**src/design/tak_pkg.sv**
```systemverilog
package tak_pkg;

	typedef logic signed [31:0] q32_t;

	localparam int unsigned CFG_INDEX_W = 3;
	localparam int unsigned CFG_DATA_W  = 31;

	localparam logic [CFG_INDEX_W-1:0] REG_TIME_STEP   = 3'd0;
	localparam logic [CFG_INDEX_W-1:0] REG_ANGLE_NOISE = 3'd1;
	localparam logic [CFG_INDEX_W-1:0] REG_BIAS_NOISE  = 3'd2;
	localparam logic [CFG_INDEX_W-1:0] REG_MEAS_NOISE  = 3'd3;

	localparam logic [CFG_DATA_W-1:0] RST_TIME_STEP   = 31'd2684355;
	localparam logic [CFG_DATA_W-1:0] RST_ANGLE_NOISE = 31'd268435;
	localparam logic [CFG_DATA_W-1:0] RST_BIAS_NOISE  = 31'd805306;
	localparam logic [CFG_DATA_W-1:0] RST_MEAS_NOISE  = 31'd134217728;

	localparam q32_t ONE_Q28 = 32'sd268435456;

	// micro-operations of the shared multiplier
	typedef logic [3:0] op_t;
	localparam op_t OP_GYRO_DT = 4'd0;
	localparam op_t OP_DP00_DT = 4'd1;
	localparam op_t OP_P11_DT  = 4'd2;
	localparam op_t OP_BPN_DT  = 4'd3;
	localparam op_t OP_K1_P00  = 4'd4;
	localparam op_t OP_K1_P01  = 4'd5;
	localparam op_t OP_K0_P01  = 4'd6;
	localparam op_t OP_K0_P00  = 4'd7;
	localparam op_t OP_K0_ERR  = 4'd8;
	localparam op_t OP_K1_ERR  = 4'd9;

	typedef struct packed {
		logic load_in;
		logic mul_en;
		logic wb_en;
		op_t  op;
		logic prep;
		logic div_start;
		logic k_sel;
		logic out_load;
	} cmd_t;

	typedef struct packed {
		logic div_done;
		logic out_full;
	} status_t;

	function automatic q32_t sat32(input logic signed [39:0] v);
		if (v > 40'sd2147483647) return 32'sh7FFFFFFF;
		if (v < -40'sd2147483648) return 32'sh80000000;
		return v[31:0];
	endfunction

	// drop 28 fraction bits, round half up
	function automatic logic signed [37:0] rnd28(input logic signed [65:0] v);
		logic signed [65:0] t;
		t = v + 66'sd134217728;
		return t[65:28];
	endfunction

endpackage

```
**src/design/tak_ctrl.sv**
```systemverilog
module tak_ctrl (
	input  logic              clk,
	input  logic              arst_n,
	input  logic              s_tvalid,
	output logic              s_tready,
	input  tak_pkg::status_t  status,
	output tak_pkg::cmd_t     cmd
);
	import tak_pkg::*;

	localparam logic [2:0] S_IDLE = 3'd0;
	localparam logic [2:0] S_MUL  = 3'd1;
	localparam logic [2:0] S_WB   = 3'd2;
	localparam logic [2:0] S_PREP = 3'd3;
	localparam logic [2:0] S_DIV  = 3'd4;
	localparam logic [2:0] S_DIVW = 3'd5;
	localparam logic [2:0] S_OUT  = 3'd6;

	logic [2:0] state_q;
	op_t        op_q;
	logic       k_sel_q;

	always_ff @(posedge clk or negedge arst_n) begin
		if (!arst_n) begin
			state_q <= S_IDLE;
			op_q    <= OP_GYRO_DT;
			k_sel_q <= 1'b0;
		end else begin
			unique case (state_q)
				S_IDLE: if (s_tvalid) begin
					op_q    <= OP_GYRO_DT;
					state_q <= S_MUL;
				end
				S_MUL: state_q <= S_WB;
				S_WB: begin
					if (op_q == OP_BPN_DT) state_q <= S_PREP;
					else if (op_q == OP_K1_ERR) state_q <= S_OUT;
					else begin
						op_q    <= op_q + 4'd1;
						state_q <= S_MUL;
					end
				end
				S_PREP: begin
					k_sel_q <= 1'b0;
					state_q <= S_DIV;
				end
				S_DIV: state_q <= S_DIVW;
				S_DIVW: if (status.div_done) begin
					if (k_sel_q) begin
						op_q    <= OP_K1_P00;
						state_q <= S_MUL;
					end else begin
						k_sel_q <= 1'b1;
						state_q <= S_DIV;
					end
				end
				S_OUT: if (!status.out_full) state_q <= S_IDLE;
				default: state_q <= S_IDLE;
			endcase
		end
	end

	always_comb begin
		cmd           = '0;
		cmd.op        = op_q;
		cmd.k_sel     = k_sel_q;
		cmd.load_in   = (state_q == S_IDLE) && s_tvalid;
		cmd.mul_en    = (state_q == S_MUL);
		cmd.wb_en     = (state_q == S_WB);
		cmd.prep      = (state_q == S_PREP);
		cmd.div_start = (state_q == S_DIV);
		cmd.out_load  = (state_q == S_OUT) && !status.out_full;
	end

	assign s_tready = (state_q == S_IDLE);
endmodule

```
**config.mk**
```make
export PLATFORM = sky130hd
export DESIGN_NAME = tak_ctrl
export DESIGN_NICKNAME = d
export VERILOG_FILES = /design/src/design/tak_pkg.sv /design/src/design/tak_ctrl.sv
export SDC_FILE = /design/constraint.sdc
export NUM_CORES = 1
export LEC_CHECK = 0
export BUFFER_PORTS_ARGS = -buffer_cell sky130_fd_sc_hd__buf_4
export CAP_MARGIN = 40
export CORE_AREA = 2 2 39 41
export CTS_BUF_LIST = sky130_fd_sc_hd__clkbuf_2
export DETAILED_ROUTE_END_ITERATION = 8
export DIE_AREA = 0 0 41 43
export GPL_ROUTABILITY_DRIVEN = 0
export PLACE_DENSITY = 0.77
export SETUP_SLACK_MARGIN = 0.2
export SLEW_MARGIN = 20
export SYNTH_ARGS = -nofsm -noshare
export SYNTH_HDL_FRONTEND = slang
export SYNTH_SLANG_ARGS = --single-unit
```
**constraint.sdc**
```tcl
create_clock -name clk -period 3.04 [get_ports clk]
set_clock_uncertainty 0.15 [all_clocks]
set_input_delay 0.152 -clock clk [delete_from_list [all_inputs] [get_ports clk]]
set_output_delay 0.152 -clock clk [all_outputs]
set_load 0.1 [all_outputs]
```
Word-level counts from Yosys, hierarchy flattened --
Index checks and enable logic that the tools add are counted. W data, S select, Z words.
Operators by class: $add $sub $neg 1, multiplexer cells 15, shifts and indexed selects 0, multiply operators 0, bitwise gates (word level) 0, reduce and logical (&&, ||, !) cells 9, equality and inequality tests 14, div/mod/pow operators 0, magnitude comparators 0
Operators by type and width (count):
- $pmux W3 S7 | 1
- $mux W4 | 5
- $mux W3 | 6
- $ne A2 B2 Y1 const B | 6
- $pmux W4 S3 | 1
- $eq A3 B3 Y1 const B | 3
- $eq A3 B2 Y1 const B | 2
- $reduce_and A6 Y1 | 1
- $add A4 B1 Y4 const B | 1
- $eq A4 B2 Y1 const B | 1
- $eq A4 B4 Y1 const B | 1
- $eq A3 B1 Y1 const B | 1
- $logic_not A3 Y1 | 1
- $reduce_and A3 Y1 | 1
- $reduce_bool A3 Y1 | 1
- $logic_and A1 B1 Y1 | 2
- $pmux W1 S2 | 1
- $reduce_and A2 Y1 | 1
- $reduce_bool A2 Y1 | 1
- $logic_not A1 Y1 | 1
- $mux W1 | 1
Word-level totals: register bits 8, memories 0, input bits 5, latch bits 0, bits in read-only memories 0, memory bits (writable) 0, word-level logic and storage cells 42

Depth between registers and ports, before layout --
Gate-level depths: netlist of run 1.
word-level depth 4, mapped depth 5

Worst setup path after synthesis of run 1 --
OpenSTA, ideal clock, no wires.
kind register to output, from register state_q[1], to output port cmd[0] in the netlist's numbering, slack -1038 ps, data required time 2738 ps, stages on the path, launching flop included 3, arrival time 3776 ps, cells stage by stage dfrtp_1 > clkbuf_1 > nor4b_1
RTL lines:
- start: declaration | RTL line tak_ctrl.sv:19 | logic [2:0] state_q;
- start signal: assignment | RTL line tak_ctrl.sv:25 | state_q <= S_IDLE;
- start signal: assignment | RTL line tak_ctrl.sv:32 | state_q <= S_MUL;
- start signal: assignment | RTL line tak_ctrl.sv:34 | S_MUL: state_q <= S_WB;
- end: declaration | RTL line tak_ctrl.sv:7 | output tak_pkg::cmd_t cmd

==> summary.txt, run 1 <==
Status - complete, no violations
Most frequent cells in the layout - buf_4 (16), dfrtp_1 (8), nand3_1 (7)
Delay-heaviest family, CP - flip-flops
H-Tree Depth - 1
Area Growth Syn to Fin - 26.3%
Fin Setup TNS - 0 ns
Asr flop ratio synth - 100%
GR peak layer - met2
Final cell count without fillers - 100
CP Capture Point - cmd[8]
Placement row count - 14
PostCTS Resize Cnt - 0
Met1 Use GR - 25.5%
Worst path required time - 2.74 ns
Reg clk slew, reported paths - 0.07 ns
# diodes - 0
Skew-Pair Late Insertion Delay - 0.24 ns
Post-CTS setup buffer count - 0
Pre-Repair DR Iteration Count - 5
Worst stage delay on the critical path - 0.60 ns
Remaining global-route overflow - 0
FF+latch count, synth - 8
Share of cells above drive strength 1 - 28.6%
Hold WS - 0.0436 ns
Starting DRT DRC Count - 29
Crit path max fanout - 15
Post-synthesis average cell area - 8.63 um^2
Reg-to-reg setup timing slack - 1.17 ns
Max clock buf depth - 2
# IOs - 17
Post-synth EDFFs - 0
Final-report hold violation count - 0
Starting Density - 43.0%
Via count - 620
R2R Path Start - state_q[1]$_DFFE_PN0P_
Mapped Area - 596 um^2
Place WS - 1.19 ns
Routed WL - 1490 um
Setup WS post-layout - 0.926 ns
Crit-path cells - or3b_1, inv_1, buf_4
Layout Nets - 93
Worst R2R Path Depth - 3
Slew headroom - 72.4%
Seq/Total Area, Yosys - 33.6%
Vias in the first global route - 559
Die area - 1760 um^2
Kind of end point of the critical path - output port
Root Driver - clkbuf_2
Die X - 41 um
Antenna Nets Post-Route - 0
IO Port Bufs - 16
Avg WL per Cell - 14.9 um
Unrepaired setup endpoints after global routing - false
Syn. warnings - 0
Worst Hold Class - input pin to flip-flop
Count of different cell masters after synthesis - 33
Period utilization - 69.5%
Mapped Nets - 76
Largest net degree at the start of global routing - 16
Critical path depth - 3
Max Clk Rate - 0.473 GHz
CP max stage cell - dfrtp_1
Initial antenna violation count - 0
WP buf/inv - 2
Ys flop type - dfrtp_1
CTS Buf Count - 3
First-pass GRT wire length - 2420 um
Commonest non-fill, non-tap cell in the layout - buf_4
R2R Path End - op_q[2]$_DFFE_PN0P_
Vias/cell - 6.20
Gr usage total - 20.9%
Max Cap Violations - 0
CP arrival - 1.81 ns
Worst-margin pin slew - 0.414 ns
Drc violations - 0
Placed instance count - 96
M2 GR Usage - 30.9%
Fin. max-slew vios - 0
Met3 usage - 7.85%
Core area - 1380 um^2
Post-CTS Hold Buffers - 1
Detailed placement HPWL - 1100 um
Final worst path period need - 2.11 ns
Post-synthesis instance total - 69
CP Launch Type - flip-flop
Start point of the critical path - state_q[1]$_DFFE_PN0P_
Final setup vio count - 0
Die Y-Extent - 43 um
Critical path class - flip-flop to output port
CTS tree - yes
# clock sinks - 8
[worst min-delay path by stage]
stage	startpoint	to	cells after the start
CTS	status[0]	state_q[1]$_DFFE_PN0P_	3
detailed placement	arst_n	k_sel_q$_DFFE_PN0P_	1
global placement	arst_n	state_q[0]$_DFFE_PN0P_	1
finish	status[0]	state_q[1]$_DFFE_PN0P_	3
floorplan	arst_n	k_sel_q$_DFFE_PN0P_	0
global route	status[1]	state_q[0]$_DFFE_PN0P_	3
[stage by stage]
| step | util [%] | area (um^2) |
|---|---|---|
| 2_1_floorplan | - | 611 |
| 6_report | 54.3 | 752 |
| 5_1_grt | 54.3 | 752 |
| 3_3_place_gp | 52.5 | 727 |
| 4_1_cts | 54.3 | 752 |
| 3_5_place_dp | 52.5 | 727 |
[worst min-delay path, delay by kind of cell]
| family | cells | cell delay (ns) |
|---|---|---|
| AND/OR/NAND/NOR | 2 | 0.15 |
| buffers and inverters | 1 | 0.10 |
[cells in the mapped netlist (2+ instances only)]
cell type	n	area share [%]
nor2b_1	3	3.2
dfrtp_1	8	34
a211o_1	2	2.9
nor3_1	2	1.7
clkbuf_1	3	1.9
nor2_1	3	1.9
nand3_1	7	5.9
nand4_1	2	2.1
and3b_1	2	2.9
o32ai_1	2	2.9
nand3b_1	2	2.5
nand2_1	3	1.9
inv_1	5	3.2
nand2b_1	2	2.1
ha_1	2	4.2
o221ai_1	4	5.9
[per-layer routing]
metal	wire length (um)	up-vias	part of all wire (%)
li1	-	292	-
met4	27	0	1.8
met1	607	293	41
met2	750	31	50
met3	103	4	6.9
met5	0	-	0
[layout make-up]
type	count	area [um^2]
repair buffers	17	130
flip-flops and latches	8	200
clock buffers	3	15.0
inverters	5	18.8
well taps	16	20.0
multi-input cells	51	368
fillers	135	632
[sequential cells by signal, indices dropped and copies added, names as in the netlist]
name     count
k_sel_q      1
op_q         4
state_q      3
[logic make-up after synthesis]
group | count (synthesis) | share of synthesized area [%]
and+or+nand+nor | 32 | 31.5
adders and majority gates | 2 | 4.20
DFF | 8 | 33.6
buffers and inverters | 10 | 7.14
AOI/OAI and AO/OA | 16 | 21.6
muxes | 1 | 1.89
Power of run 1 is left out: the tool's default activity adds up to more than one toggle a clock period on the data nets, which glitch-free logic cannot reach.
==> inputs of run 2 (changes only) <==
- ABC_AREA: default -> 1
- CORE_AREA: 2 2 39 41 -> 2 2 40 42
- DIE_AREA: 0 0 41 43 -> 0 0 42 44
- PLACE_DENSITY: 0.77 -> 0.79
- clock period: 3.04 -> 1.94 ns (I/O delays scaled with it)
==> run 2 against run 1 <==
  * Count of clock-buffer cells in the layout increased by 1
  * Sequential share of layout area decreased by 0.70 points
  * Cell count increased by 23%
  * Wire length decreased by 9.2%
  * Register-to-register slack got worse by 0.83 ns
  * Synthesized cell count increased by 26%
  * Utilization increased by 2.8 points
  * Synthesized area increased by 5.7%
  * Final area increased by 7.8%
  * Die area increased by 4.8%
  * First-iteration DRC count decreased by 72%
  * Critical endpoint is now cmd[10]
==> summary.txt, run 2 <==
Status - complete, no violations
Gr usage total - 17.3% (-3.5 points)
Seq/Total Area, Yosys - 31.8% (-1.8 points)
Critical path class - flip-flop to output port
Worst-margin pin slew - 0.279 ns (-0.135 ns)
Remaining global-route overflow - 0 (unchanged)
Reg clk slew, reported paths - 0.10 ns (+0.03 ns)
Critical path depth - 4 (+1)
Max Cap Violations - 0 (unchanged)
Kind of end point of the critical path - output port
Max Clk Rate - 0.616 GHz
Final setup vio count - 0 (unchanged)
Crit-path cells - nor2_4, nand2_1, nor2_2, buf_4
CTS Buf Count - 3 (unchanged)
Worst Hold Class - input pin to asynchronous set/reset pin
Ys flop type - dfrtp_1
Fin. max-slew vios - 0 (unchanged)
Asr flop ratio synth - 100% (unchanged)
Setup WS post-layout - 0.316 ns (-0.610 ns)
Area leader, netlist - dfrtp_1
Unrepaired setup endpoints after global routing - false
Crit path max fanout - 9 (-6)
CTS tree - yes
Starting DRT DRC Count - 8 (-72%)
Largest net degree at the start of global routing - 10 (-6)
Syn. warnings - 0 (unchanged)
Largest cells by area after synthesis - dfrtp_1 (32%), nand2_1 (10%), nand3_1 (7.2%)
Leading registers by flop count - op_q: 4 flops, state_q: 3 flops, k_sel_q: 1 flops
Worst R2R Path Depth - 7 (+4)
Most frequent cells after synthesis - nand2_1 (17), inv_1 (12), nor2_1 (12), nand3_1 (9), dfrtp_1 (8)
Die Y-Extent - 44 um (+2.3%)
IO Port Bufs - 16 (unchanged)
Mapped Nets - 94 (+24%)
Number of flip-flops in the largest register - 4 (unchanged)
Detailed placement HPWL - 1060 um (-2.9%)
Final worst path period need - 1.62 ns
Antenna Nets Post-Route - 0 (unchanged)
Top-area cell type share of the netlist area - 31.8% (-1.8 points)
Largest Register - op_q
Die area - 1850 um^2 (+4.8%)
Post-synth EDFFs - 0 (unchanged)
Skew-Pair Late Insertion Delay - 0.26 ns (+0.02 ns)
Avg WL per Cell - 11.0 um (-26%)
WP buf/inv - 1 (-1)
Root Driver - clkbuf_2
Period utilization - 83.7%
CP arrival - 1.38 ns (-0.43 ns)
Share of cells above drive strength 1 - 35.5% (+6.9 points)
Area Growth Syn to Fin - 28.8%
Layout Nets - 115 (+24%)
Drc violations - 0 (unchanged)
Delay-heaviest family, CP - flip-flops
Fin Setup TNS - 0 ns (unchanged)
Hold WS - 0.0296 ns (-0.0140 ns)
CP max stage cell - dfrtp_2
Slew headroom - 81.5% (+9.2 points)
Place WS - 0.379 ns (-0.812 ns)
Post-synthesis average cell area - 7.23 um^2 (-16%)
Via count - 632 (+1.9%)
CP Launch Type - flip-flop
# IOs - 17 (unchanged)
First-pass GRT wire length - 2350 um (-2.6%)
Vias in the first global route - 565 (+1.1%)
Max clock buf depth - 2 (unchanged)
Worst path required time - 1.69 ns (-1.05 ns)
Worst stage delay on the critical path - 0.50 ns (-0.10 ns)
Final cell count without fillers - 123 (+23%)
Die X - 42 um (+2.4%)
Most frequent cells in the layout - nand2_1 (17), buf_4 (15), inv_1 (12)
H-Tree Depth - 1 (unchanged)
Vias/cell - 5.14 (-17%)
Routed WL - 1350 um (-9.2%)
FF+latch count, synth - 8 (unchanged)
Mapped Area - 629 um^2 (+5.7%)
# clock sinks - 8 (unchanged)
Initial antenna violation count - 0 (unchanged)
Placed instance count - 116 (+21%)
Count of different cell masters after synthesis - 20 (-39%)
Final-report hold violation count - 0 (unchanged)
# diodes - 0 (unchanged)
Starting Density - 44.4% (+1.3 points)
Post-synthesis instance total - 87 (+26%)
Core area - 1420 um^2 (+2.5%)
Placement row count - 14 (unchanged)
Most instantiated library cell after synthesis - nand2_1
Pre-Repair DR Iteration Count - 4 (-1)
Commonest non-fill, non-tap cell in the layout - nand2_1
==> run 2: changes by cell type after synthesis, sizes merged, moves of 4 or more <==
cell	delta
nand2	+18
nand4	+4
o221ai	-4
nor2	+10
inv	+8
o21ai	+6
==> run 2: cell type report <==
type | instances | area, um^2
clock buffer | 4 | 20.0
fill | 133 | 608
inverter | 14 | 57.6
multi-input combinational | 62 | 349
sequential | 8 | 210
tap | 16 | 20.0
timing repair buffer | 19 | 154
==> run 2: through the flow <==
stage | utilization, % | instance area (um^2)
3_3_place_gp | 53.2 | 754
4_1_cts | 56.7 | 805
2_1_floorplan | - | 644
6_report | 57.1 | 811
3_5_place_dp | 53.2 | 754
5_1_grt | 57.1 | 811
==> run 2: cells by family after synthesis <==
group	share of synthesized area [%]
and+or+nand+nor	40.2
DFF	31.8
xor gates and xnor gates	1.39
adders and majority gates	3.98
AOI/OAI and AO/OA	8.75
buffers and inverters	13.9
==> run 2: worst paths after layout <==
path	end	slack, ns	from
worst max-delay path	cmd[10]	0.32	state_q[2]$_DFFE_PN0P_
worst min-delay path	op_q[2]$_DFFE_PN0P_	0.03	arst_n
worst max register to register	op_q[3]$_DFFE_PN0P_	0.34	op_q[1]$_DFFE_PN0P_
worst min register to register	op_q[3]$_DFFE_PN0P_	0.40	op_q[3]$_DFFE_PN0P_
max in group asynchronous	state_q[2]$_DFFE_PN0P_	1.43	arst_n
min in group clk	op_q[2]$_DFFE_PN0P_	0.26	s_tvalid
==> run 2: repair_timing <==
item | 4_1_cts | 5_1_grt
resized for setup | 0 | 3
hold buffers | 3 | 0
hold endpoints to repair | 10 | 0
setup endpoints to repair | 0 | 4
setup buffers | 0 | 0
==> run 2: routing by layer <==
metal  vias to the layer above  global-route usage [%]  share of wire (%)
li1                        321                       -                  -
met1                       293                    21.4                 45
met2                        14                    27.8                 49
met3                         4                    5.00                4.7
met4                         0                    8.39               0.89
met5                         -                       0                  0
Power of run 2 is left out for the same reason.
